--- src/hdl/adpd_pkg.sv ---
// adpd_pkg: shared types and constants of the detent position debouncer
// used by the interfaces, the register file, the controller and the datapath
// no dependencies

package adpd_pkg;

    // fixed field widths
    localparam int LEVEL_W    = 12;
    localparam int CLASS_W    = 3;
    localparam int STABLE_W   = 16;
    localparam int PERIOD_W   = 8;
    localparam int NUM_POS    = 5;
    localparam int CFG_DATA_W = 16;
    localparam int CFG_IDX_W  = 3;

    // register indexes of the configuration port
    localparam logic [CFG_IDX_W-1:0] REG_NOM_POS1      = 3'd0;
    localparam logic [CFG_IDX_W-1:0] REG_NOM_POS2      = 3'd1;
    localparam logic [CFG_IDX_W-1:0] REG_NOM_POS3      = 3'd2;
    localparam logic [CFG_IDX_W-1:0] REG_NOM_POS4      = 3'd3;
    localparam logic [CFG_IDX_W-1:0] REG_NOM_POS5      = 3'd4;
    localparam logic [CFG_IDX_W-1:0] REG_MATCH_WINDOW  = 3'd5;
    localparam logic [CFG_IDX_W-1:0] REG_DEBOUNCE_MS   = 3'd6;
    localparam logic [CFG_IDX_W-1:0] REG_SAMPLE_PERIOD = 3'd7;

    // class code for a level between positions
    localparam logic [CLASS_W-1:0] CLASS_BETWEEN = 3'd0;

    typedef struct packed {
        logic [NUM_POS-1:0][LEVEL_W-1:0] nominal;
        logic [LEVEL_W-1:0]              window;
        logic [STABLE_W-1:0]             debounce;
        logic [PERIOD_W-1:0]             period;
    } cfg_t;

    // controller to datapath
    typedef struct packed {
        logic accept;
        logic scan_step;
        logic div_load;
        logic div_step;
        logic cls_step;
        logic finish;
    } cmd_t;

    // datapath to controller
    typedef struct packed {
        logic take_sample;
        logic scan_last;
        logic cls_done;
    } sts_t;

    typedef struct packed {
        logic               sampled;
        logic [LEVEL_W-1:0] raw_level;
        logic [LEVEL_W-1:0] mean_level;
        logic [CLASS_W-1:0] instant_pos;
        logic [CLASS_W-1:0] confirmed_pos;
        logic               change_event;
    } result_t;

endpackage

--- src/hdl/adpd_if.sv ---
// adpd_if: valid/ready channels of the detent position debouncer
// tick channel carries the converter reading, status channel the result
// depends on adpd_pkg

interface adpd_tick_if;
    import adpd_pkg::*;

    logic               valid;
    logic               ready;
    logic [LEVEL_W-1:0] adc_sample;

    modport source (output valid, output adc_sample, input ready);
    modport sink (input valid, input adc_sample, output ready);
endinterface

interface adpd_status_if;
    import adpd_pkg::*;

    logic               valid;
    logic               ready;
    logic               sampled;
    logic [LEVEL_W-1:0] raw_level;
    logic [LEVEL_W-1:0] mean_level;
    logic [CLASS_W-1:0] instant_pos;
    logic [CLASS_W-1:0] confirmed_pos;
    logic               change_event;

    modport source (
        output valid, output sampled, output raw_level, output mean_level,
        output instant_pos, output confirmed_pos, output change_event,
        input ready
    );
    modport sink (
        input valid, input sampled, input raw_level, input mean_level,
        input instant_pos, input confirmed_pos, input change_event,
        output ready
    );
endinterface

--- src/hdl/adpd_regs.sv ---
// adpd_regs: configuration registers of the detent position debouncer
// written through a plain write port, no read-back
// depends on adpd_pkg

module adpd_regs (
    input  logic                               clk,
    input  logic                               rst_n,
    input  logic                               cfg_wr_en,
    input  logic [adpd_pkg::CFG_IDX_W-1:0]     cfg_index,
    input  logic [adpd_pkg::CFG_DATA_W-1:0]    cfg_data,
    output adpd_pkg::cfg_t                     cfg
);
    import adpd_pkg::*;

    localparam cfg_t CFG_RESET = '{
        nominal:  {12'd3686, 12'd2867, 12'd2048, 12'd1229, 12'd410},
        window:   12'd150,
        debounce: 16'd100,
        period:   8'd10
    };

    cfg_t cfg_reg;
    cfg_t cfg_next;

    // register write decode
    always_comb
    begin
        cfg_next = cfg_reg;
        if (cfg_wr_en)
        begin
            unique case (cfg_index)
                REG_NOM_POS1:      cfg_next.nominal[0] = cfg_data[LEVEL_W-1:0];
                REG_NOM_POS2:      cfg_next.nominal[1] = cfg_data[LEVEL_W-1:0];
                REG_NOM_POS3:      cfg_next.nominal[2] = cfg_data[LEVEL_W-1:0];
                REG_NOM_POS4:      cfg_next.nominal[3] = cfg_data[LEVEL_W-1:0];
                REG_NOM_POS5:      cfg_next.nominal[4] = cfg_data[LEVEL_W-1:0];
                REG_MATCH_WINDOW:  cfg_next.window     = cfg_data[LEVEL_W-1:0];
                REG_DEBOUNCE_MS:   cfg_next.debounce   = cfg_data[STABLE_W-1:0];
                REG_SAMPLE_PERIOD: cfg_next.period     = cfg_data[PERIOD_W-1:0];
            endcase
        end
    end

    always_ff @(posedge clk or negedge rst_n)
    begin
        if (!rst_n)
            cfg_reg <= CFG_RESET;
        else
            cfg_reg <= cfg_next;
    end

    assign cfg = cfg_reg;

endmodule

--- src/hdl/adpd_ctrl.sv ---
// adpd_ctrl: sequencing state machine of the detent position debouncer
// steps the datapath through scan, trim, divide, classify and finish
// depends on adpd_pkg

module adpd_ctrl (
    input  logic             clk,
    input  logic             rst_n,
    input  logic             in_valid,
    output logic             in_ready,
    output logic             out_valid,
    input  logic             out_ready,
    input  adpd_pkg::sts_t   sts,
    output adpd_pkg::cmd_t   cmd
);
    import adpd_pkg::*;

    typedef enum logic [2:0] {
        ST_IDLE,
        ST_SCAN,
        ST_TRIM,
        ST_DIVIDE,
        ST_CLASSIFY,
        ST_FINISH
    } state_t;

    state_t state_reg;
    state_t state_next;
    logic   out_valid_reg;
    logic   out_valid_next;
    logic   out_free;

    // result register can take a new value this cycle
    assign out_free = !out_valid_reg || out_ready;
    assign in_ready = (state_reg == ST_IDLE) && out_free;

    // next state and commands
    always_comb
    begin
        state_next     = state_reg;
        out_valid_next = out_valid_reg && !out_ready;
        cmd            = '0;
        unique case (state_reg)
            ST_IDLE:
            begin
                if (in_valid && in_ready)
                begin
                    cmd.accept = 1'b1;
                    if (sts.take_sample)
                        state_next = ST_SCAN;
                    else
                        out_valid_next = 1'b1;
                end
            end
            ST_SCAN:
            begin
                cmd.scan_step = 1'b1;
                if (sts.scan_last)
                    state_next = ST_TRIM;
            end
            ST_TRIM:
            begin
                cmd.div_load = 1'b1;
                state_next   = ST_DIVIDE;
            end
            ST_DIVIDE:
            begin
                cmd.div_step = 1'b1;
                state_next   = ST_CLASSIFY;
            end
            ST_CLASSIFY:
            begin
                cmd.cls_step = 1'b1;
                if (sts.cls_done)
                    state_next = ST_FINISH;
            end
            ST_FINISH:
            begin
                if (out_free)
                begin
                    cmd.finish     = 1'b1;
                    out_valid_next = 1'b1;
                    state_next     = ST_IDLE;
                end
            end
        endcase
    end

    always_ff @(posedge clk or negedge rst_n)
    begin
        if (!rst_n)
        begin
            state_reg     <= ST_IDLE;
            out_valid_reg <= 1'b0;
        end
        else
        begin
            state_reg     <= state_next;
            out_valid_reg <= out_valid_next;
        end
    end

    assign out_valid = out_valid_reg;

endmodule

--- src/hdl/adpd_dp.sv ---
// adpd_dp: datapath of the detent position debouncer
// sample ring, sum/min/max scan, reciprocal divider, classifier, debounce
// depends on adpd_pkg

module adpd_dp #(
    parameter int FILTER_LEN     = 10,
    parameter int SAMPLE_STEP_MS = 10,
    parameter int ADC_WIDTH      = 12
) (
    input  logic                            clk,
    input  logic                            rst_n,
    input  adpd_pkg::cfg_t                  cfg,
    input  adpd_pkg::cmd_t                  cmd,
    output adpd_pkg::sts_t                  sts,
    input  logic [adpd_pkg::LEVEL_W-1:0]    adc_sample,
    output adpd_pkg::result_t               result
);
    import adpd_pkg::*;

    localparam int SMP_W   = (ADC_WIDTH < LEVEL_W) ? ADC_WIDTH : LEVEL_W;
    localparam int RING_IW = $clog2(FILTER_LEN);
    localparam int SUM_W   = $clog2(FILTER_LEN) + SMP_W;
    localparam int DIVISOR = FILTER_LEN - 2;
    localparam int RECIP_SH = SUM_W + $clog2(DIVISOR);
    localparam int RECIP_W  = SUM_W + 1;
    localparam int PROD_W   = SUM_W + RECIP_W;
    localparam longint RECIP = ((longint'(1) << RECIP_SH) + longint'(DIVISOR) - 1)
                               / longint'(DIVISOR);
    localparam int STEP_LIMIT = 65535 - SAMPLE_STEP_MS;

    // prescaler
    logic [PERIOD_W-1:0] tick_cnt_reg;
    logic [PERIOD_W-1:0] tick_cnt_next;
    logic                take_sample;

    assign tick_cnt_next = tick_cnt_reg + 1'b1;
    assign take_sample   = tick_cnt_next >= cfg.period;

    always_ff @(posedge clk or negedge rst_n)
    begin
        if (!rst_n)
            tick_cnt_reg <= '0;
        else if (cmd.accept)
            tick_cnt_reg <= take_sample ? '0 : tick_cnt_next;
    end

    // sample ring and last raw sample
    logic [SMP_W-1:0]   ring_reg [FILTER_LEN];
    logic [RING_IW-1:0] wr_idx_reg;
    logic [SMP_W-1:0]   last_raw_reg;
    logic               write_sample;

    assign write_sample = cmd.accept && take_sample;

    always_ff @(posedge clk or negedge rst_n)
    begin
        if (!rst_n)
        begin
            for (int k = 0; k < FILTER_LEN; k++)
                ring_reg[k] <= '0;
            wr_idx_reg   <= '0;
            last_raw_reg <= '0;
        end
        else if (write_sample)
        begin
            ring_reg[wr_idx_reg] <= adc_sample[SMP_W-1:0];
            last_raw_reg         <= adc_sample[SMP_W-1:0];
            if (wr_idx_reg == RING_IW'(FILTER_LEN - 1))
                wr_idx_reg <= '0;
            else
                wr_idx_reg <= wr_idx_reg + 1'b1;
        end
    end

    // sum, minimum and maximum, one entry per cycle
    logic [RING_IW-1:0] scan_idx_reg;
    logic [SUM_W-1:0]   sum_reg;
    logic [SMP_W-1:0]   lo_reg;
    logic [SMP_W-1:0]   hi_reg;
    logic [SMP_W-1:0]   ring_rd;

    assign ring_rd = ring_reg[scan_idx_reg];

    always_ff @(posedge clk)
    begin
        if (write_sample)
        begin
            scan_idx_reg <= '0;
            sum_reg      <= '0;
            lo_reg       <= '1;
            hi_reg       <= '0;
        end
        else if (cmd.scan_step)
        begin
            scan_idx_reg <= scan_idx_reg + 1'b1;
            sum_reg      <= sum_reg + SUM_W'(ring_rd);
            if (ring_rd < lo_reg)
                lo_reg <= ring_rd;
            if (ring_rd > hi_reg)
                hi_reg <= ring_rd;
        end
    end

    // divide the trimmed sum by the constant depth minus two with a reciprocal
    // multiply; a shift of the sum width plus log2 of the divisor keeps it exact
    logic [SUM_W-1:0]  trimmed;
    logic [SUM_W-1:0]  trim_reg;
    logic [SUM_W-1:0]  quo_reg;
    logic [PROD_W-1:0] quo_prod;

    assign trimmed  = sum_reg - SUM_W'(lo_reg) - SUM_W'(hi_reg);
    assign quo_prod = PROD_W'(trim_reg) * PROD_W'(RECIP);

    always_ff @(posedge clk)
    begin
        if (cmd.div_load)
            trim_reg <= trimmed;
        else if (cmd.div_step)
            quo_reg <= SUM_W'(quo_prod >> RECIP_SH);
    end

    // classifier, one nominal per cycle in priority order
    logic [LEVEL_W-1:0] level;
    logic [LEVEL_W-1:0] nom;
    logic [LEVEL_W-1:0] level_gap;
    logic               match;
    logic [CLASS_W-1:0] pos_idx_reg;
    logic [CLASS_W-1:0] found_reg;

    assign level     = LEVEL_W'(quo_reg[SMP_W-1:0]);
    assign nom       = cfg.nominal[pos_idx_reg];
    assign level_gap = (level > nom) ? level - nom : nom - level;
    assign match     = level_gap <= cfg.window;

    always_ff @(posedge clk)
    begin
        if (cmd.div_load)
            pos_idx_reg <= '0;
        else if (cmd.cls_step)
        begin
            pos_idx_reg <= pos_idx_reg + 1'b1;
            found_reg   <= match ? pos_idx_reg + 1'b1 : CLASS_BETWEEN;
        end
    end

    // stability counter and confirmation
    logic [LEVEL_W-1:0]  last_mean_reg;
    logic [CLASS_W-1:0]  cur_class_reg;
    logic [CLASS_W-1:0]  cur_class_next;
    logic [CLASS_W-1:0]  deb_class_reg;
    logic [STABLE_W-1:0] stable_reg;
    logic [STABLE_W-1:0] stable_next;
    logic                changed;

    always_comb
    begin
        cur_class_next = cur_class_reg;
        stable_next    = stable_reg;
        if (found_reg != cur_class_reg)
        begin
            cur_class_next = found_reg;
            stable_next    = STABLE_W'(SAMPLE_STEP_MS);
        end
        else if (stable_reg <= STABLE_W'(STEP_LIMIT))
            stable_next = stable_reg + STABLE_W'(SAMPLE_STEP_MS);
        changed = (stable_next >= cfg.debounce) && (deb_class_reg != cur_class_next);
    end

    always_ff @(posedge clk or negedge rst_n)
    begin
        if (!rst_n)
        begin
            last_mean_reg <= '0;
            cur_class_reg <= CLASS_BETWEEN;
            deb_class_reg <= CLASS_BETWEEN;
            stable_reg    <= '0;
        end
        else if (cmd.finish)
        begin
            last_mean_reg <= level;
            cur_class_reg <= cur_class_next;
            stable_reg    <= stable_next;
            if (changed)
                deb_class_reg <= cur_class_next;
        end
    end

    // result register
    result_t result_reg;

    always_ff @(posedge clk)
    begin
        if (cmd.finish)
        begin
            result_reg.sampled       <= 1'b1;
            result_reg.raw_level     <= LEVEL_W'(last_raw_reg);
            result_reg.mean_level    <= level;
            result_reg.instant_pos   <= cur_class_next;
            result_reg.confirmed_pos <= changed ? cur_class_next : deb_class_reg;
            result_reg.change_event  <= changed;
        end
        else if (cmd.accept && !take_sample)
        begin
            result_reg.sampled       <= 1'b0;
            result_reg.raw_level     <= LEVEL_W'(last_raw_reg);
            result_reg.mean_level    <= last_mean_reg;
            result_reg.instant_pos   <= cur_class_reg;
            result_reg.confirmed_pos <= deb_class_reg;
            result_reg.change_event  <= 1'b0;
        end
    end

    assign result = result_reg;

    // status to the controller
    assign sts.take_sample = take_sample;
    assign sts.scan_last   = scan_idx_reg == RING_IW'(FILTER_LEN - 1);
    assign sts.cls_done    = match || (pos_idx_reg == CLASS_W'(NUM_POS - 1));

endmodule

--- src/hdl/adc_position_detent_debouncer.sv ---
// adc_position_detent_debouncer: top level of the detent position debouncer
// ties together the register file, the controller and the datapath
// depends on adpd_pkg, adpd_if, adpd_regs, adpd_ctrl, adpd_dp

// Every transfer on tick is one clock tick of the prescaler carrying the
// current converter reading, and each produces exactly one transfer on
// status. A sampling tick writes the ring, then scans it one entry per
// cycle for sum, minimum and maximum, latches the trimmed sum, divides it
// by FILTER_LEN-2 with one reciprocal multiplication, and checks the five
// nominals one per cycle until one matches. A finished result waits in
// an output register; the next tick is taken once that register is free.
// Configuration may be written only while no tick is in progress.

module adc_position_detent_debouncer #(
    parameter int FILTER_LEN     = 10,
    parameter int SAMPLE_STEP_MS = 10,
    parameter int ADC_WIDTH      = 12
) (
    input  logic                             clk,
    input  logic                             rst_n,
    adpd_tick_if.sink                        tick,
    adpd_status_if.source                    status,
    input  logic                             cfg_wr_en,
    input  logic [adpd_pkg::CFG_IDX_W-1:0]   cfg_index,
    input  logic [adpd_pkg::CFG_DATA_W-1:0]  cfg_data
);
    import adpd_pkg::*;

    cfg_t    cfg;
    cmd_t    cmd;
    sts_t    sts;
    result_t result;

    // configuration registers
    adpd_regs u_regs (
        .clk       (clk),
        .rst_n     (rst_n),
        .cfg_wr_en (cfg_wr_en),
        .cfg_index (cfg_index),
        .cfg_data  (cfg_data),
        .cfg       (cfg)
    );

    // sequencing
    adpd_ctrl u_ctrl (
        .clk       (clk),
        .rst_n     (rst_n),
        .in_valid  (tick.valid),
        .in_ready  (tick.ready),
        .out_valid (status.valid),
        .out_ready (status.ready),
        .sts       (sts),
        .cmd       (cmd)
    );

    // filter, classifier and debounce
    adpd_dp #(
        .FILTER_LEN     (FILTER_LEN),
        .SAMPLE_STEP_MS (SAMPLE_STEP_MS),
        .ADC_WIDTH      (ADC_WIDTH)
    ) u_dp (
        .clk        (clk),
        .rst_n      (rst_n),
        .cfg        (cfg),
        .cmd        (cmd),
        .sts        (sts),
        .adc_sample (tick.adc_sample),
        .result     (result)
    );

    // result payload onto the status channel
    assign status.sampled       = result.sampled;
    assign status.raw_level     = result.raw_level;
    assign status.mean_level    = result.mean_level;
    assign status.instant_pos   = result.instant_pos;
    assign status.confirmed_pos = result.confirmed_pos;
    assign status.change_event  = result.change_event;

endmodule

--- src/flat_wrapper.sv ---
// flat-port wrapper written by rule: the top's interface ports become plain ports
module adc_position_detent_debouncer_flat import adpd_pkg::*;
#(
    parameter int FILTER_LEN     = 10,
    parameter int SAMPLE_STEP_MS = 10,
    parameter int ADC_WIDTH      = 12
)
  (clk, rst_n, cfg_wr_en, cfg_index, cfg_data, tick_valid, tick_adc_sample, tick_ready, status_valid, status_sampled, status_raw_level, status_mean_level, status_instant_pos, status_confirmed_pos, status_change_event, status_ready);
  adpd_tick_if tick_i ();
  adpd_status_if status_i ();
  input  logic clk;
  input  logic rst_n;
  input  logic cfg_wr_en;
  input  logic [adpd_pkg::CFG_IDX_W-1:0] cfg_index;
  input  logic [adpd_pkg::CFG_DATA_W-1:0] cfg_data;
  input wire logic [$bits(tick_i.valid)-1:0] tick_valid;
  input wire logic [$bits(tick_i.adc_sample)-1:0] tick_adc_sample;
  output wire logic [$bits(tick_i.ready)-1:0] tick_ready;
  output wire logic [$bits(status_i.valid)-1:0] status_valid;
  output wire logic [$bits(status_i.sampled)-1:0] status_sampled;
  output wire logic [$bits(status_i.raw_level)-1:0] status_raw_level;
  output wire logic [$bits(status_i.mean_level)-1:0] status_mean_level;
  output wire logic [$bits(status_i.instant_pos)-1:0] status_instant_pos;
  output wire logic [$bits(status_i.confirmed_pos)-1:0] status_confirmed_pos;
  output wire logic [$bits(status_i.change_event)-1:0] status_change_event;
  input wire logic [$bits(status_i.ready)-1:0] status_ready;
  assign tick_i.valid = tick_valid;
  assign tick_i.adc_sample = tick_adc_sample;
  assign tick_ready = tick_i.ready;
  assign status_valid = status_i.valid;
  assign status_sampled = status_i.sampled;
  assign status_raw_level = status_i.raw_level;
  assign status_mean_level = status_i.mean_level;
  assign status_instant_pos = status_i.instant_pos;
  assign status_confirmed_pos = status_i.confirmed_pos;
  assign status_change_event = status_i.change_event;
  assign status_i.ready = status_ready;
  adc_position_detent_debouncer #(.FILTER_LEN(FILTER_LEN), .SAMPLE_STEP_MS(SAMPLE_STEP_MS), .ADC_WIDTH(ADC_WIDTH)) u_core (.clk(clk), .rst_n(rst_n), .tick(tick_i), .status(status_i), .cfg_wr_en(cfg_wr_en), .cfg_index(cfg_index), .cfg_data(cfg_data));
endmodule
--- config.mk ---
export PLATFORM = sky130hd
export DESIGN_NAME = adc_position_detent_debouncer_flat
export DESIGN_NICKNAME = d
export VERILOG_FILES = /design/src/hdl/adpd_pkg.sv /design/src/hdl/adpd_if.sv /design/src/hdl/adpd_regs.sv /design/src/hdl/adpd_ctrl.sv /design/src/hdl/adpd_dp.sv /design/src/hdl/adc_position_detent_debouncer.sv /design/src/flat_wrapper.sv
export SDC_FILE = /design/constraint.sdc
export NUM_CORES = 1
export LEC_CHECK = 0
export ABC_AREA = 1
export BUFFER_PORTS_ARGS = -buffer_cell sky130_fd_sc_hd__buf_2
export CORE_MARGIN = 4
export CORE_UTILIZATION = 49
export CTS_BUF_LIST = sky130_fd_sc_hd__clkbuf_8 sky130_fd_sc_hd__clkbuf_16
export DETAILED_ROUTE_END_ITERATION = 10
export PLACE_DENSITY = 0.72
export SYNTH_ARGS = -nofsm -noshare
export SYNTH_HDL_FRONTEND = slang
export SYNTH_SLANG_ARGS = --single-unit
--- constraint.sdc ---
create_clock -name clk -period 6.1 [get_ports clk]
set_clock_uncertainty 0.15 [all_clocks]
set_input_delay 1.22 -clock clk [delete_from_list [all_inputs] [get_ports clk]]
set_output_delay 1.22 -clock clk [all_outputs]
set_load 0.05 [all_outputs]
; Word level (Yosys, flattened, before mapping)
; Index checks and enable logic that the tools add are counted.
[totals]
ff_bits = 387
latchBits = 0
ram_bits = 0
mem_bits_ro = 0
input_bits = 36
output_inout_bits = 34
word_cells = 150
mem_count = 0
[op_classes]
add_sub_neg = 10
n_mul = 0
div = 0
n_lt_le_gt_ge = 11
eq_ne = 22
shifts = 0
n_mux = 35
n_bitwise = 3
n_reduce_logical = 28
[ops]
columns = operator, count
row1 = bitwise mux 120 bit, 1
row2 = 2-to-1 mux 31 bit, 2
row3 = 2-to-1 mux 12 bit, 5
row4 = binary-select mux 12 bit (select 4 bit), 1
row5 = demux 12 bit (select 4 bit), 1
row6 = binary-select mux 12 bit (select 3 bit), 1
row7 = 2-to-1 mux 16 bit, 2
row8 = subtractor 15 x 12 -> 15 bit, 2
row9 = greater-than comparator 12 bit, 2
row10 = AND reduction 2 bit, 12
row11 = subtractor 12 bit, 2
row12 = == test 3 bit (second input constant), 7
row13 = 2-to-1 mux 3 bit, 7
row14 = one-hot mux 3 bit (6 select lines), 1
row15 = adder 16 x 12 -> 16 bit, 1
row16 = adder 16 x 4 -> 16 bit (second input constant), 1
row17 = greater-or-equal comparator 16 bit, 1
row18 = less-or-equal comparator 16 bit (second input constant), 1
row19 = == test 3 x 2 -> 1 bit (second input constant), 4
row20 = less-or-equal comparator 12 bit, 1
row21 = less-than comparator 12 bit, 1
row22 = 2-to-1 mux 1 bit, 11
row23 = greater-or-equal comparator 5 bit (second input constant), 2
row24 = NOT 4 -> 5 bit, 2
row25 = other kinds (21), 38

; Longest topological paths before layout
; Gate-level depths: netlist of run 1.
[logic_depth]
word_depth = 9
mapped_depth = 28
depth_no_buf = 26

; By module
; From an unflattened synthesis of run 1, not the netlist that was laid out.
[hier_totals]
hier_cells = 2431
area_unflattened_um2 = 20325.7
[by_module_without_submodules]
columns = module, instances, cells_per_inst, area_per_inst_um2, seq_area_each_um2
row1 = adpd_dp, 1, 1941, 16151.7, 7136.8
row2 = adpd_regs, 1, 438, 3853.7, 2446.1
row3 = adpd_ctrl, 1, 52, 320.3, 100.1

; Worst setup path after synthesis of run 1
; No wires, ideal clock.
[synth_timing]
kind = reg2reg
startpoint = reg u_core.u_dp.pos_idx_reg[0]
endpoint = reg u_core.u_ctrl.state_reg[2]
setup_ns = 0.126
arrival_ns = 4.096
required_time_ns = 5.824
setup_slack_ns = 1.728
path_stages_with_launch = 28
n_path_buf = 3
synth_period_minus_slack_ns = 4.372
cell_sequence = dfxtp_1 > clkbuf_1 > inv_2 > buf_1 > nand2_1 > a221o_1 > o21ai_0 > ha_1 > inv_1 > fa_1 > nand2_1 > nand2_1 > a21oi_1 > o21ai_1 > nand2_1 > buf_2 > nand2_1 > o21ai_0 > xor2_1 > inv_1 > ha_1 > inv_1 > o31ai_1 > nand2_1 > a31oi_1 > nand2_1 > nand3_1 > o21ai_0
[synth_between]
elab_chain_len = 8
elab_cells_between_ends = 11
classes_between = 2 x add/sub / 2 x order compare / 2 x eq/ne / 3 x mux / 2 x reduce/logical
[synth_rtl]
columns = item, line_no
row1 = from (decl), adpd_dp.sv:127  ; logic [CLASS_W-1:0] pos_idx_reg;
row2 = from (signal assigned), adpd_dp.sv:141  ; pos_idx_reg <= pos_idx_reg + 1'b1;
row3 = binary-select mux 12 bit (select 3 bit), adpd_dp.sv:131  ; assign nom = cfg.nominal[pos_idx_reg];
row4 = 2-to-1 mux 12 bit (not written as such), adpd_dp.sv:131
row5 = subtractor 12 bit / greater-than comparator 12 bit (equally long branches), adpd_dp.sv:132  ; assign level_gap = (level > nom) ? level - nom : nom - level;
row6 = 2-to-1 mux 12 bit, adpd_dp.sv:132
row7 = less-or-equal comparator 12 bit, adpd_dp.sv:133  ; assign match = level_gap <= cfg.window;
row8 = logical OR 1 bit *, adpd_dp.sv:218  ; assign sts.cls_done = match || (pos_idx_reg == CLASS_W'(NUM_POS - 1));
row9 = inequality test 2 x 1 -> 1 bit (no line) *, --
row10 = AND reduction 5 bit (no line) *, --
row11 = to (signal assigned), adpd_ctrl.sv:97  ; state_reg <= state_next;
row12 = to (decl), adpd_ctrl.sv:26  ; state_t state_reg;
; Every way passes the cells marked *; elsewhere a longest branch is shown, timed or not. The select of a mux whose other input is x is not followed.
; A chain may end at the register's enable or synchronous reset.

; Worst setup path after layout of run 1
[layout_timing]
startpoint = reg u_core.u_dp.pos_idx_reg[2]
endpoint = reg u_core.u_ctrl.state_reg[2]
; Same word-level chain as after synthesis.

==> results.json, run 1 <==
{
  "detailed_place_hpwl_um": 35100,
  "slew_violations": 0,
  "diode_count": 0,
  "finalSetupViolCount": 0,
  "cp_data_arrival_time_ns": 5.78,
  "critical_path.n_buffers_inverters": 3,
  "power_leakage_nw": 10.2,
  "timing.critical_path.max_delay_family": "simple AND/OR/NAND/NOR gates",
  "drcViolationCount": 0,
  "route.antenna.remaining_nets": 0,
  "synth-warning-count": 0,
  "drt_pre_antenna_iters": 5,
  "ys_ff_latch": 383,
  "wire_per_inst_um": 17.5,
  "cp-start-kind": "flop",
  "core_area_um2": 39800,
  "worstReg2RegStart": "u_core.u_dp.pos_idx_reg[2]",
  "largest_register_ffs": 120,
  "async_reset_ff_share_pct": 72.6,
  "synth.net_count": 2466,
  "worstPathMaxFanout": 16,
  "cap_viol_max_count": 0,
  "timing.final.hold_violations": 0,
  "timing.critical_path.cells": "nand3_2 > o21ai_0 > ha_1 > inv_1 > fa_1 > nand2_1 > nand2_1 > a21oi_1 > o21ai_1 > nand2_1 > inv_2 > o21ai_0 > xor2_1 > inv_1 > ha_1 > nand4_1 > nor3_1 > nand2_1 > a31oi_1 > nand2_1 > nand3_1 > nand2_1 > o21ai_0",
  "timing.hold.worst.start": "u_core.u_dp.trim_reg[3]",
  "detail_route.iter0.violations": 1490,
  "grt_max_degree": 132,
  "dieHeight_um": 209,
  "period_share_pct": 89.1,
  "count_of_different_cell_masters_after_synthesis": 53,
  "grt_antenna_before_repair": 0,
  "ratio_of_cells_with_drive_above_1_in_the_final_layout_pct": 9.32,
  "overflow": 0,
  "synth_cells": 2303,
  "cts_root_buffer": "sky130_fd_sc_hd__clkbuf_16",
  "outcome": "finished, final reports clean",
  "grt.total_usage_pct": 23.0,
  "layout.filler_cells": 3621,
  "top_count_cell_post_synth": "sky130_fd_sc_hd__nand2_1",
  "critPathMaxStageDelay_ns": 0.68,
  "pin_count": 70,
  "rsz0062_at_grt": "no",
  "dieWidth_um": 209,
  "netlist.area_leader.share_pct": 30.8,
  "worst_setup_path_end_kind": "flop",
  "cts_buffer_depth": 3,
  "grt_pass1_vias": 15800,
  "power-per-cell-area_nw_per_um2": 597,
  "synthesized_area_per_cell_um2": 8.57,
  "synth_largest_area_cell": "sky130_fd_sc_hd__dfrtp_1",
  "synth_enable_flop_cells": 58,
  "ys_seq_area_share_pct": 49.0,
  "final_period_minus_worst_setup_slack_ns": 5.43,
  "total_standard_cell_area_after_synthesis_um2": 19700,
  "drt_wl_total_um": 50600,
  "synthTopCellsByArea": "sky130_fd_sc_hd__dfrtp_1, sky130_fd_sc_hd__nand2_1, sky130_fd_sc_hd__edfxtp_1",
  "commonest_cells_post_synth": "sky130_fd_sc_hd__nand2_1, sky130_fd_sc_hd__o21ai_0, sky130_fd_sc_hd__inv_1, sky130_fd_sc_hd__dfrtp_1, sky130_fd_sc_hd__a21oi_1",
  "path_class": "reg2reg",
  "cts-htree-levels": 2,
  "global_route_wire_length_before_repair_um": 82000,
  "tightestPinTransition_ns": 1.05,
  "hold_path_class": "reg2reg",
  "fin_ws_ns": 0.668,
  "wp_data_required_ns": 6.45,
  "dominant_register_cell_in_the_synthesized_netlist": "sky130_fd_sc_hd__dfrtp_1",
  "cts_sinks": 383,
  "via_per_inst": 5.49,
  "tritoncts.num_buffers": 43,
  "slowest_stage": "sky130_fd_sc_hd__dfxtp_1",
  "fmax_mhz": 184,
  "placement.io_buffers": 69,
  "fp.dieArea_um2": 43600,
  "clkTransAtPathRegs_ns": 0.06,
  "detailroute.via_count": 15900,
  "flow.area_growth_from_synthesis_pct": 10.9,
  "floorplan.rows": 73,
  "relative_slew_margins_pct": 29.7,
  "nets": 2498,
  "cts_tree": "done",
  "timing.critical_path.mode_cell": "sky130_fd_sc_hd__nand2_1",
  "worst_skew_pair_later_pin_latency_ns": 0.58,
  "place_congestion": 0.911,
  "cp-startpoint": "u_core.u_dp.pos_idx_reg[2]",
  "floorplan.initialDensity_pct": 49.6,
  "fin_setup_tns_ns": 0,
  "dp_slack_ns": 0.378,
  "power.ir.vdd_worst_mv": 0.312
}
[worst reg2reg max path: cells and delay by family, from the launching register on]
| kind | cells | cell delay [ns] |
|---|---|---|
| simple gates | 10 | 1.72 |
| compound gates | 6 | 1.41 |
| flops | 1 | 0.68 |
| fa+ha+maj | 3 | 0.88 |
| xor+xnor | 1 | 0.18 |
| buf+inv | 3 | 0.32 |
[logic make-up after synthesis]
family	synth area share [%]
AO/OA/AOI/OAI	16.5
multiplexers	0.558
adder cells (fa/ha/maj)	8.58
XOR/XNOR	2.17
flip-flops	49.0
AND/OR/NAND/NOR	15.9
buffers and inverters	7.27
[final timing paths]
check | to | slack [ns] | cells after the start
worst max-delay path | u_core.u_ctrl.state_reg[2] | 0.67 | 23
worst min-delay path | u_core.u_dp.quo_reg[0] | 0.27 | 0
worst max register to register | u_core.u_ctrl.state_reg[2] | 0.67 | 23
worst min register to register | u_core.u_dp.quo_reg[0] | 0.27 | 0
max in group asynchronous | u_core.u_dp.last_raw_reg[6] | 4.07 | 2
min in group asynchronous | u_core.u_dp.stable_reg[12] | 0.50 | 1
[placed cells by master, fill, tap and decap left out, types with 6 or more instances in the layout]
master | Yosys | routed
sky130_fd_sc_hd__clkinv_1 | 1 | 7
sky130_fd_sc_hd__mux2i_1 | 11 | 11
sky130_fd_sc_hd__dfxtp_1 | 47 | 45
sky130_fd_sc_hd__nand3_1 | 72 | 71
sky130_fd_sc_hd__a21o_1 | 6 | 6
sky130_fd_sc_hd__o221ai_1 | 15 | 15
sky130_fd_sc_hd__clkinv_2 | 0 | 6
sky130_fd_sc_hd__ha_1 | 113 | 113
sky130_fd_sc_hd__buf_2 | 31 | 68
sky130_fd_sc_hd__a21oi_1 | 142 | 142
sky130_fd_sc_hd__o21ai_0 | 310 | 309
sky130_fd_sc_hd__o22ai_1 | 9 | 9
sky130_fd_sc_hd__buf_4 | 2 | 18
sky130_fd_sc_hd__clkbuf_8 | 0 | 6
sky130_fd_sc_hd__inv_2 | 8 | 8
sky130_fd_sc_hd__nor2_1 | 123 | 121
sky130_fd_sc_hd__xnor2_1 | 14 | 14
sky130_fd_sc_hd__edfxtp_1 | 58 | 58
sky130_fd_sc_hd__a221o_1 | 12 | 12
sky130_fd_sc_hd__o21ai_1 | 69 | 70
sky130_fd_sc_hd__nand4_1 | 15 | 15
sky130_fd_sc_hd__fa_1 | 14 | 14
sky130_fd_sc_hd__nand2_1 | 519 | 519
sky130_fd_sc_hd__inv_1 | 258 | 264
sky130_fd_sc_hd__clkbuf_16 | 0 | 43
sky130_fd_sc_hd__dfstp_2 | 35 | 35
sky130_fd_sc_hd__xor2_1 | 35 | 35
sky130_fd_sc_hd__nor3_1 | 19 | 19
sky130_fd_sc_hd__dfrtp_1 | 243 | 243
sky130_fd_sc_hd__o211ai_1 | 13 | 13
sky130_fd_sc_hd__clkinvlp_4 | 0 | 6
[routing by layer]
metal  share of wire [%]  wire length (um)  GRT usage (%)  vias up
met1                  43             21600           30.1     7638
met3                 5.8              2930           3.27       97
met4                 3.4              1700           8.82        0
li1                    -                 -              -     7716
met2                  48             24400           38.9      444
met5                   0                 0              0        -
[what timing repair did]
item                                    4_1_cts  5_1_grt
endpoints found under the setup margin        0        3
gates resized for setup                       0        4
setup buffers                                 0        1
hold buffers                                  0        0
[through the flow]
stage / cells / util (%) / instance area [um2] / power, mW / hold slack (ns)
after detailed placement: 2814 / 51.4 / 20500 / 10.4 / 0.256
after CTS: 2894 / 54.9 / 21900 / 13.1 / 0.274
after floorplan: 2303 / - / 19700 / 8.75 / 0.250
after global placement: 2814 / 51.4 / 20500 / 10.2 / 0.252
after global routing: 2895 / 55.0 / 21900 / 14.2 / 0.286
final: 2895 / 55.0 / 21900 / 13.1 / 0.272
[where the power goes]
part / internal [mW] / leakage, nW / total (mW) / switching, mW
registers: 3.54 / 4.51 / 4.01 / 0.473
clock network: 1.46 / 0.704 / 2.55 / 1.10
logic: 2.25 / 4.98 / 6.50 / 4.25
[cell type report]
type | instances | area, um2 | area share (%)
well taps | 525 | 657 | 3.00
repair buffers | 88 | 510 | 2.33
clock inverters | 31 | 246 | 1.13
clock buffers | 49 | 1160 | 5.29
multi-input cells | 1552 | 8630 | 39.4
flip-flops and latches | 383 | 9690 | 44.2
inverters | 267 | 1010 | 4.59
(Power assumes the default switching activity.)
==> run 2, diff against run 1 <==
--- a/config.mk
+++ b/config.mk
@@ -8,10 +8,10 @@
 export ABC_AREA = 1
 export BUFFER_PORTS_ARGS = -buffer_cell sky130_fd_sc_hd__buf_2
 export CORE_MARGIN = 4
-export CORE_UTILIZATION = 49
+export CORE_UTILIZATION = 25
 export CTS_BUF_LIST = sky130_fd_sc_hd__clkbuf_8 sky130_fd_sc_hd__clkbuf_16
 export DETAILED_ROUTE_END_ITERATION = 10
-export PLACE_DENSITY = 0.72
+export PLACE_DENSITY = 0.46
 export SYNTH_ARGS = -nofsm -noshare
 export SYNTH_HDL_FRONTEND = slang
 export SYNTH_SLANG_ARGS = --single-unit
==> results.json, run 2 (synthesized netlist as in run 1, its figures left out) <==
{
  "outcome": "finished, final reports clean",
  "sequential_cell_area_um2": 9680,
  "grt_pass1_vias": 15300,
  "cp_data_arrival_time_ns": 5.76,
  "nets": 2500,
  "clkTransAtPathRegs_ns": 0.07,
  "post_dp_cell_area_um2": 21100,
  "fp.dieArea_um2": 83500,
  "rsz0062_at_grt": "no",
  "stdcell_area_um2": 22600,
  "tritoncts.num_buffers": 46,
  "power_leakage_nw": 10.3,
  "flow.area_growth_from_synthesis_pct": 14.5,
  "cts_buffer_depth": 3,
  "dieWidth_um": 289,
  "detailed_place_hpwl_um": 39200,
  "layout_commonest_cell": "sky130_fd_sc_hd__nand2_1",
  "finalSetupViolCount": 0,
  "wp_data_required_ns": 6.41,
  "pin_count": 70,
  "cts_tree": "done",
  "multi_input_comb_area_um2": 8630,
  "path_class": "reg2reg",
  "largest_register_ffs": 120,
  "timing.final.hold_violations": 0,
  "wire_per_inst_um": 16.3,
  "worstPathMaxFanout": 15,
  "layout.filler_cells": 8308,
  "post-cts-setup-buffers": 0,
  "slew_violations": 0,
  "totalPowerFinal_mw": 13.2,
  "grt_antenna_before_repair": 0,
  "power-per-cell-area_nw_per_um2": 585,
  "tightestPinTransition_ns": 1.08,
  "cts_sinks": 383,
  "seq_power_share_pct": 30.3,
  "fmax_mhz": 183,
  "cts_root_buffer": "sky130_fd_sc_hd__clkbuf_16",
  "ratio_of_cells_with_drive_above_1_in_the_final_layout_pct": 9.18,
  "drcViolationCount": 0,
  "final_period_minus_worst_setup_slack_ns": 5.45,
  "place_congestion": 0.847,
  "grt_max_degree": 121,
  "cap_viol_max_count": 0,
  "int_power_mw": 7.31,
  "cp-start-kind": "flop",
  "period_share_pct": 89.4,
  "floorplan.initialDensity_pct": 25.4,
  "net-switching-power_mw": 5.90,
  "sw_frac_of_total_pct": 44.7,
  "combPwrFrac_pct": 49.5,
  "hold_path_class": "reg2reg",
  "power.ir.vdd_worst_mv": 0.225,
  "detail_route.iter0.violations": 996,
  "placement.io_buffers": 69,
  "floorplan.rows": 102,
  "worst_setup_path_end_kind": "flop",
  "via_per_inst": 4.52,
  "fin_setup_tns_ns": 0,
  "commonest_non_fill_non_tap_cells_in_the_layout": "sky130_fd_sc_hd__nand2_1, sky130_fd_sc_hd__o21ai_0, sky130_fd_sc_hd__inv_1",
  "detailroute.via_count": 15400,
  "core_area_um2": 77800,
  "share_clk_of_total_power_pct": 20.1,
  "diode_count": 0,
  "drt_wl_total_um": 55800,
  "route.antenna.remaining_nets": 0,
  "cts-htree-levels": 2,
  "dieHeight_um": 289,
  "grt.total_usage_pct": 13.3,
  "overflow": 0,
  "worst_skew_pair_later_pin_latency_ns": 0.58,
  "relative_slew_margins_pct": 26.9,
  "drt_pre_antenna_iters": 5,
  "global_route_wire_length_before_repair_um": 88100
}
[run 2: final timing paths]
kind | from | endpoint | slack [ns] | cells after the start
max | u_core.u_dp.pos_idx_reg[1] | u_core.u_ctrl.state_reg[2] | 0.65 | 25
min | u_core.u_dp.trim_reg[6] | u_core.u_dp.quo_reg[3] | 0.25 | 0
max reg2reg | u_core.u_dp.pos_idx_reg[1] | u_core.u_ctrl.state_reg[2] | 0.65 | 25
min reg2reg | u_core.u_dp.trim_reg[6] | u_core.u_dp.quo_reg[3] | 0.25 | 0
max in group asynchronous | rst_n | u_core.u_dp.ring_reg[35] | 3.95 | 2
min in group asynchronous | rst_n | u_core.u_dp.stable_reg[7] | 0.58 | 1
[run 2: worst max-delay path: stages (launching register included)]
cell	delay, ns
sky130_fd_sc_hd__dfxtp_1	0.47
sky130_fd_sc_hd__inv_1	0.42
sky130_fd_sc_hd__nand3_1	0.28
sky130_fd_sc_hd__o21ai_1	0.36
sky130_fd_sc_hd__ha_1	0.22
sky130_fd_sc_hd__inv_1	0.08
sky130_fd_sc_hd__fa_1	0.39
sky130_fd_sc_hd__nand2_1	0.08
sky130_fd_sc_hd__nand2_1	0.09
sky130_fd_sc_hd__a21oi_1	0.29
sky130_fd_sc_hd__o21ai_1	0.11
sky130_fd_sc_hd__nand2_1	0.19
sky130_fd_sc_hd__buf_4	0.19
sky130_fd_sc_hd__nand2_1	0.05
sky130_fd_sc_hd__o21ai_0	0.11
sky130_fd_sc_hd__xor2_1	0.18
sky130_fd_sc_hd__inv_1	0.06
sky130_fd_sc_hd__ha_1	0.31
sky130_fd_sc_hd__inv_1	0.05
sky130_fd_sc_hd__o31ai_1	0.25
sky130_fd_sc_hd__nand2_1	0.08
sky130_fd_sc_hd__a31oi_1	0.36
sky130_fd_sc_hd__nand2_1	0.23
sky130_fd_sc_hd__nand3_1	0.18
sky130_fd_sc_hd__nand2_1	0.06
sky130_fd_sc_hd__o21ai_0	0.10
[run 2: repair_timing]
action / in CTS / in global routing
endpoints found under the setup margin: 0 / 1
hold buffers: 0 / 0
endpoints found under the hold margin: 0 / 0
resized for setup: 0 / 2
[run 2: power by group through the flow]
stage	registers, mW	clock network, mW	logic, mW
floorplan	4.21	0	4.54
global placement	4.03	0	6.50
detailed placement	4.05	0	6.58
CTS	4.01	2.75	6.61
global route	4.10	2.86	7.49
finish	4.01	2.66	6.55
[run 2: cell type report]
cell class | count | area share (%)
Inverter | 267 | 4.43
Sequential cell | 383 | 42.9
Timing Repair Buffer | 87 | 2.23
Tap cell | 1040 | 5.76
Clock inverter | 32 | 0.825
Multi-Input combinational cell | 1552 | 38.2
Clock buffer | 54 | 5.73
[run 2: per-layer routing]
metal	vias up	share of wire (%)	wire length (um)	global-route usage, %
met1	7394	47	26300	18.1
met4	0	2.1	1190	3.29
met2	246	47	26100	22.2
met3	78	3.9	2180	2.05
li1	7705	-	-	-
met5	-	0	0	0
[run 2: through the flow]
stage | instances | worst slack [ns] | util (%) | hold slack, ns
2_1_floorplan | 2303 | 1.73 | - | 0.250
3_3_place_gp | 3329 | 0.675 | 27.1 | 0.251
3_5_place_dp | 3329 | 0.500 | 27.1 | 0.256
4_1_cts | 3415 | 0.462 | 29.0 | 0.250
5_1_grt | 3415 | 0.139 | 29.0 | 0.257
6_report | 3415 | 0.648 | 29.0 | 0.253
